==> config.mk <==
export PLATFORM = sky130hd
export DESIGN_NAME = dsfl_arith
export DESIGN_NICKNAME = d
export VERILOG_FILES = /design/src/rtl/dsfl_pkg.sv /design/src/rtl/dsfl_arith.sv
export SDC_FILE = /design/constraint.sdc
export NUM_CORES = 1
export LEC_CHECK = 0
export BUFFER_PORTS_ARGS = -buffer_cell sky130_fd_sc_hd__buf_2
export CAP_MARGIN = 20
export CORE_MARGIN = 5
export CORE_UTILIZATION = 47
export DETAILED_ROUTE_END_ITERATION = 7
export MAX_ROUTING_LAYER = met4
export PLACE_DENSITY = 0.67
export SLEW_MARGIN = 20
export SYNTH_ARGS = -nofsm -noshare
export SYNTH_HDL_FRONTEND = slang
export SYNTH_SLANG_ARGS = --single-unit
==> constraint.sdc <==
create_clock -name clk -period 5.5 [get_ports clk]
set_input_delay 0.55 -clock clk [delete_from_list [all_inputs] [get_ports clk]]
set_output_delay 0.55 -clock clk [all_outputs]
set_load 0.1 [all_outputs]
==> src/rtl/dsfl_pkg.sv <==
package dsfl_pkg;

    // fixed field widths
    localparam int ADDR_W    = 64;
    localparam int SIZE_W    = 13;
    localparam int COUNT_W   = 11;
    localparam int INDEX_W   = 10;
    localparam int STATUS_W  = 2;
    localparam int CFG_IDX_W = 2;

    // offset that can still map to a slot: count times stride fits here
    localparam int OFS_W  = COUNT_W + SIZE_W;
    localparam int STEP_W = $clog2(OFS_W);

    // iteration counts of the shared unit
    localparam int MUL_STEPS = SIZE_W;
    localparam int DIV_STEPS = OFS_W;

    // request kinds
    localparam logic REQ_ALLOC = 1'b0;
    localparam logic REQ_FREE  = 1'b1;

    // result status codes
    localparam logic [STATUS_W-1:0] ST_OK    = 2'd0;
    localparam logic [STATUS_W-1:0] ST_FULL  = 2'd1;
    localparam logic [STATUS_W-1:0] ST_RANGE = 2'd2;

    // register indexes
    localparam logic [CFG_IDX_W-1:0] CFG_BASE  = 2'd0;
    localparam logic [CFG_IDX_W-1:0] CFG_SIZE  = 2'd1;
    localparam logic [CFG_IDX_W-1:0] CFG_COUNT = 2'd2;

    // register reset values
    localparam logic [SIZE_W-1:0]  SIZE_RST  = 13'd32;
    localparam logic [COUNT_W-1:0] COUNT_RST = 11'd1024;

    typedef enum logic [2:0] {
        S_CLEAR,
        S_IDLE,
        S_SUB,
        S_DIV,
        S_MUL,
        S_ADD,
        S_DONE
    } seq_state_t;

    typedef enum logic {
        AR_MUL,
        AR_DIV
    } arith_op_t;

    typedef struct packed {
        logic      start;
        arith_op_t op;
    } arith_req_t;

endpackage

==> src/rtl/dsfl_arith.sv <==
module dsfl_arith (
    input  logic                         clk,
    input  logic                         rst_n,
    input  dsfl_pkg::arith_req_t         req,
    input  logic [dsfl_pkg::OFS_W-1:0]   opa,
    input  logic [dsfl_pkg::SIZE_W-1:0]  opb,
    output logic                         done,
    output logic [dsfl_pkg::OFS_W-1:0]   result
);

    import dsfl_pkg::*;

    logic                busy_reg, busy_next;
    logic                done_reg, done_next;
    arith_op_t           op_reg, op_next;
    logic [STEP_W-1:0]   cnt_reg, cnt_next;
    logic [OFS_W-1:0]    acc_reg, acc_next;
    logic [OFS_W-1:0]    mcand_reg, mcand_next;
    logic [SIZE_W-1:0]   opb_reg, opb_next;
    logic [SIZE_W-1:0]   rem_reg, rem_next;

    // the one adder: a + b or a - b, carry out is no-borrow on subtract
    logic [OFS_W-1:0]    add_a, add_b;
    logic                add_sub;
    logic [OFS_W:0]      add_sum;
    logic [SIZE_W:0]     rem_sh;
    logic [STEP_W-1:0]   last_step;

    assign add_sum = {1'b0, add_a} + {1'b0, (add_sub ? ~add_b : add_b)}
                   + (OFS_W+1)'(add_sub);
    assign rem_sh  = {rem_reg, acc_reg[OFS_W-1]};

    always_comb
    begin
        busy_next  = busy_reg;
        done_next  = 1'b0;
        op_next    = op_reg;
        cnt_next   = cnt_reg;
        acc_next   = acc_reg;
        mcand_next = mcand_reg;
        opb_next   = opb_reg;
        rem_next   = rem_reg;
        add_a      = {acc_reg[OFS_W-2:0], 1'b0};
        add_b      = '0;
        add_sub    = 1'b0;
        last_step  = (op_reg == AR_MUL) ? STEP_W'(MUL_STEPS - 1) : STEP_W'(DIV_STEPS - 1);

        if (req.start)
        begin
            busy_next  = 1'b1;
            op_next    = req.op;
            cnt_next   = '0;
            opb_next   = opb;
            mcand_next = opa;
            rem_next   = '0;
            acc_next   = (req.op == AR_MUL) ? '0 : opa;
        end
        else if (busy_reg)
        begin
            if (op_reg == AR_MUL)
            begin
                // msb first shift and add
                add_a    = {acc_reg[OFS_W-2:0], 1'b0};
                add_b    = opb_reg[SIZE_W-1] ? mcand_reg : '0;
                add_sub  = 1'b0;
                acc_next = add_sum[OFS_W-1:0];
                opb_next = {opb_reg[SIZE_W-2:0], 1'b0};
            end
            else
            begin
                // restoring division, one quotient bit a step
                add_a    = OFS_W'(rem_sh);
                add_b    = OFS_W'(opb_reg);
                add_sub  = 1'b1;
                rem_next = add_sum[OFS_W] ? add_sum[SIZE_W-1:0] : rem_sh[SIZE_W-1:0];
                acc_next = {acc_reg[OFS_W-2:0], add_sum[OFS_W]};
            end
            cnt_next = cnt_reg + STEP_W'(1);
            if (cnt_reg == last_step)
            begin
                busy_next = 1'b0;
                done_next = 1'b1;
            end
        end
    end

    always_ff @(posedge clk or negedge rst_n)
    begin
        if (!rst_n)
        begin
            busy_reg <= 1'b0;
            done_reg <= 1'b0;
            op_reg   <= AR_MUL;
            cnt_reg  <= '0;
        end
        else
        begin
            busy_reg <= busy_next;
            done_reg <= done_next;
            op_reg   <= op_next;
            cnt_reg  <= cnt_next;
        end
    end

    always_ff @(posedge clk)
    begin
        acc_reg   <= acc_next;
        mcand_reg <= mcand_next;
        opb_reg   <= opb_next;
        rem_reg   <= rem_next;
    end

    assign done   = done_reg;
    assign result = acc_reg;

endmodule

Yosys cells after proc, flatten, opt, wreduce, memory -nomap -nowiden
Index checks and enable logic that the tools add are counted.
{"block": "word_totals", "register_bits": 82, "latch_bits": 0, "ram_bits": 0, "mem_bits_ro": 0, "in_bits": 41, "out_inout_bits": 25, "elab_cells": 45, "memories": 0}
{"block": "op_classes", "add_sub_neg": 3, "multipliers": 0, "div_mod_pow": 0, "order_cmp": 0, "n_eq_ne": 2, "shift": 0, "n_mux": 28, "n_bitwise": 1, "n_reduce_logical": 3}
{"op": "24-bit two-way mux", "count": 12}
{"op": "13-bit two-way mux", "count": 4}
{"op": "24-bit by 24-bit adder with 25-bit output", "count": 1}
{"op": "25-bit by 1-bit adder with 25-bit output", "count": 1}
{"op": "24-bit inverter", "count": 1}
{"op": "5-bit two-way mux", "count": 3}
{"op": "1-bit two-way mux", "count": 9}
{"op": "5-bit by 1-bit adder with 5-bit output, second input constant", "count": 1}
{"op": "5-bit equality test", "count": 1}
{"op": "2-bit AND reduction", "count": 2}
{"op": "2-bit inequality test, second input constant", "count": 1}
{"op": "2-bit nonzero test", "count": 1}

Logic depth before layout (Yosys ltp)
{"block": "depth", "depth_word": 11, "depth_mapped": 19, "depth_no_buf": 13}

Least setup slack after synthesis
Ideal clock, no wire load.
{"block": "synth_timing", "kind": "input port to flip-flop", "start": "input port req[1] (netlist bit)", "end": "register acc_reg[0] (netlist: result[0]) (data pin)", "setup_time_ps": 262, "t_arrival_ps": 3860, "required_time_ps": 5238, "slack_ps": 1378, "cell_stages": 16, "n_path_buf": 6, "path_cell_list": "clkbuf_1 -> nand3b_4 -> clkbuf_1 -> clkbuf_1 -> buf_1 -> nand2_1 -> ha_1 -> buf_2 -> a21o_1 -> a2111oi_0 -> o21ai_0 -> a41oi_2 -> a211oi_4 -> buf_6 -> a222oi_1 -> inv_1"}
{"block": "synth_via", "elab_chain_len": 8}
{"element": "from (decl)", "line": "dsfl_arith.sv:4", "source": "input dsfl_pkg::arith_req_t req,"}
{"element": "24-bit two-way mux", "line": "dsfl_arith.sv:48", "source": "if (req.start)"}
{"element": "24-bit inverter", "line": "dsfl_arith.sv:29", "source": "assign add_sum = {1'b0, add_a} + {1'b0, (add_sub ? ~add_b : add_b)}"}
{"element": "24-bit two-way mux", "line": "dsfl_arith.sv:29"}
{"element": "24-bit by 24-bit adder with 25-bit output", "line": "dsfl_arith.sv:29"}
{"element": "25-bit by 1-bit adder with 25-bit output", "line": "dsfl_arith.sv:30", "source": "+ (OFS_W+1)'(add_sub);"}
{"element": "24-bit two-way mux", "line": "dsfl_arith.sv:60", "source": "if (op_reg == AR_MUL)"}
{"element": "24-bit two-way mux", "line": "dsfl_arith.sv:58", "source": "else if (busy_reg)"}
{"element": "24-bit two-way mux *", "line": "dsfl_arith.sv:48"}
{"element": "via acc_next[0]", "line": "dsfl_arith.sv:17", "source": "logic [OFS_W-1:0] acc_reg, acc_next;"}
{"element": "to (signal assigned)", "line": "dsfl_arith.sv:107", "source": "acc_reg <= acc_next;"}
{"element": "to (decl)", "line": "dsfl_arith.sv:17"}
Mark *: on every way through the listed nets, which the timed path passes. The rest lies on a longest branch. The select of a mux whose other input is x is not followed.
A chain may end at the register's enable or synchronous reset.

Worst setup path after layout
{"block": "layout_timing", "start": "register busy_reg", "end": "register rem_reg[0]"}
{"block": "layout_via", "elab_chain_len": 7}
{"element": "from (decl)", "line": "dsfl_arith.sv:13", "source": "logic busy_reg, busy_next;"}
{"element": "from (signal assigned)", "line": "dsfl_arith.sv:98", "source": "busy_reg <= busy_next;"}
{"element": "24-bit two-way mux", "line": "dsfl_arith.sv:58"}
{"element": "24-bit two-way mux", "line": "dsfl_arith.sv:48"}
{"element": "24-bit inverter", "line": "dsfl_arith.sv:29"}
{"element": "24-bit two-way mux", "line": "dsfl_arith.sv:29"}
{"element": "24-bit by 24-bit adder with 25-bit output", "line": "dsfl_arith.sv:29"}
{"element": "25-bit by 1-bit adder with 25-bit output", "line": "dsfl_arith.sv:30"}
{"element": "13-bit two-way mux", "line": "dsfl_arith.sv:75", "source": "rem_next = add_sum[OFS_W] ? add_sum[SIZE_W-1:0] : rem_sh[SIZE_W-1:0];"}
{"element": "to (signal assigned)", "line": "dsfl_arith.sv:110", "source": "rem_reg <= rem_next;"}
{"element": "to (decl)", "line": "dsfl_arith.sv:20", "source": "logic [SIZE_W-1:0] rem_reg, rem_next;"}
Several ways; a longest one is shown, not always the timed one.

==> reports/results.ini <==
[run_status]
status = finished, final reports clean

[synth]
synth_mux_area_share_pct = 8.643
synth_warnings = 0
syn_inst = 522
ys_async_sr_fraction_pct = 9.756
synth_compound_area_share_pct = 19.42
yosys.area.top_type = edfxtp_1
synth_simple_gate_area_share_pct = 14.53
syn_area_per_cell_um2 = 9.983
synthAdderAreaFrac_pct = 6.146
synth_top_area_share_pct = 35.15
synth-xor-area-share_pct = 4.202
synth_top_family_by_area = compound AO/OA/AOI/OAI gates
synth.most_common_cell = nand2_1
yosys_most_used_dff = edfxtp_1
syn_nets = 588
ys_ff_latch = 82
synthDistinctLibCells = 59
ys_top_cells_by_count = nand2_1, edfxtp_1, nor2_1, o21ai_0, clkbuf_1
synth_edf_count = 61
synth.cell_area_um2 = 5211
synth_area_leaders = edfxtp_1, ha_1, mux2_2, dfxtp_1, nand2_1
synth.yosys.seq_area_share_pct = 43.99

[worst_setup_path]
arrival_ps = 4650
criticalPathCategory = reg -> reg
r2r_slack_ps = 1120
regToRegStartpoint = busy_reg
critPathLaunchType = flop
r2r-end = rem_reg[0]
r2r_cells = 14
crit_path_max_fanout = 18
cp.required_ps = 5770
end_kind = flop

[finish]
post-route-cell-area_um2 = 5799
nets = 637
drive_gt1_share_pct = 21.53
n_antenna_cell = 0
area_delta_synth_final_pct = 11.28

[global_route]
antenna_found_initial = 0
grtUsageTotal_pct = 21.23
grt_max_degree = 48
grt_overflow = 0
grt_pass1_wl_mm = 21.37
grt_pass1_vias = 4125

[sta]
timing.final.crit_share_pct = 79.56
hold_viol_final = 0
holdWs_ps = 16.26
setup_violations = 0
max_freq_mhz = 228.5
fin_crit_ps = 4376
relSlewSlack_pct = 35.16
rsz0062_at_grt = false
finalMaxSlewViolations = 0
skew_ps = 11.58
setup_tns_ps = 0
worstMarginPinSlew_ps = 969.4

[routing]
vias = 4171
antenna_left = 0
vias_per_cell = 5.825
routed_wl_mm = 13.21
drcViolationCount = 0
firstDrtPassIters = 5
drt_iter0_drc = 319
wl_per_cell_um = 18.45

[floorplanning]
initial_core_util_pct = 48.07
dieWidth_um = 115.3
dieHeight_um = 115.3
core_area_um2 = 10840
row_count = 38
die_area_um2 = 13290
ios = 66

[clock_network]
cts_resized = 0
cts_buffers = 9
cts_max_path_buffers = 2
h-tree-depth = 3
clk_latency_ps = 360
root_buffer = clkbuf_8
cts_tree = built
hold_buffers = 0
clkTransAtPathRegs_ps = 80
cts_setup_buffers = 0
clock-sinks = 82

[pwr]
finalPower_uw = 2006
ir_drop_uv = 188.3
power_density_nw_per_um2 = 346.0
p_leak_uw = 0.002548

[placed_design]
dpl_cell_area_um2 = 5623
port-buffer-count = 65
gp_congestion = 0.9147
place_hpwl_mm = 9.535

[job]
drv_cap = 0

[hold_path]
hp-class = in -> async

final cells by class:
cell class	instances	area, µm²
clock inverters	2	12.51
inverters	7	26.28
fillers	981	5041
multi-input cells	400	2759
well taps	140	175.2
repair buffers	71	370.4
flip-flops and latches	82	2292
clock buffers	14	163.9
kinds of logic after synthesis:
logic type / after synthesis
and+or+nand+nor: 164
xor gates and xnor gates: 25
buffers and inverters: 40
muxes: 42
AOI/OAI and AO/OA: 144
DFF: 82
adders and majority gates: 25
power by group:
group	switching, µW	total (µW)	internal (µW)
clock	216	408	192
combinational	553	797	244
sequential	52.4	802	749
stage by stage:
stage	std cells	utilization (%)	setup slack, ps
after CTS	716	53.50	1105
final	716	53.50	1124
after floorplan	522	-	1378
after global routing	716	53.50	769.3
after global placement	700	51.87	1319
after detailed placement	700	51.87	1114
per-layer routing:
| metal | track usage (%) | vias to the layer above | wire (µm) |
|---|---|---|---|
| met5 | - | - | 0 |
| met4 | 6.808 | 0 | 217 |
| met3 | 2.684 | 19 | 619 |
| met2 | 33.18 | 110 | 6129 |
| met1 | 28.82 | 2026 | 6242 |
| li1 | - | 2016 | - |
worst max-delay path, cell delays in order, from the launching register on:
cell and delay (ps):
dfrtp_1 630, nand2b_1 370, nor2b_1 530, buf_4 310
nand2_1 80, nand2_1 70, ha_1 270, o21ai_1 110
o21bai_1 230, a211oi_1 80, a22o_1 280, a211oi_4 830
nand2_1 160, xor2_1 180, o21ai_0 150
layout by cell type, fill, tap and decap left out, drive strengths merged, types with 3 or more instances in the layout:
| cell type | n |
|---|---|
| buf | 71 |
| nand2 | 66 |
| edfxtp | 61 |
| nor2 | 45 |
| o21ai | 38 |
| mux2 | 24 |
| ha | 24 |
| a21oi | 22 |
| a21o | 21 |
| mux2i | 18 |
| xnor2 | 15 |
| clkbuf | 14 |
| and2 | 13 |
| dfxtp | 13 |
| xor2 | 10 |
| a211oi | 10 |
| a31oi | 9 |
| dfrtp | 8 |
| nand2b | 7 |
| inv | 7 |
| and3 | 7 |
| a2bb2oi | 6 |
| a221oi | 6 |
| nand3 | 6 |
| o21a | 6 |
| or2 | 5 |
| nor2b | 4 |
| nor3 | 4 |
| o211ai | 3 |
| o21bai | 3 |
| nand4 | 3 |
| a2111oi | 3 |
worst max-delay path by stage:
| stage | start | endpoint | slack [ps] | cells past startpoint |
|---|---|---|---|---|
| global placement | req[1] | rem_reg[2] | 1320 | 12 |
| finish | busy_reg | rem_reg[0] | 1120 | 14 |
| floorplan | req[1] | result[0] | 1380 | 16 |
| detailed placement | req[1] | rem_reg[0] | 1110 | 15 |
| global route | busy_reg | rem_reg[2] | 770 | 13 |
| CTS | busy_reg | rem_reg[0] | 1100 | 14 |
Note: power is estimated with default switching activity, not from simulation.
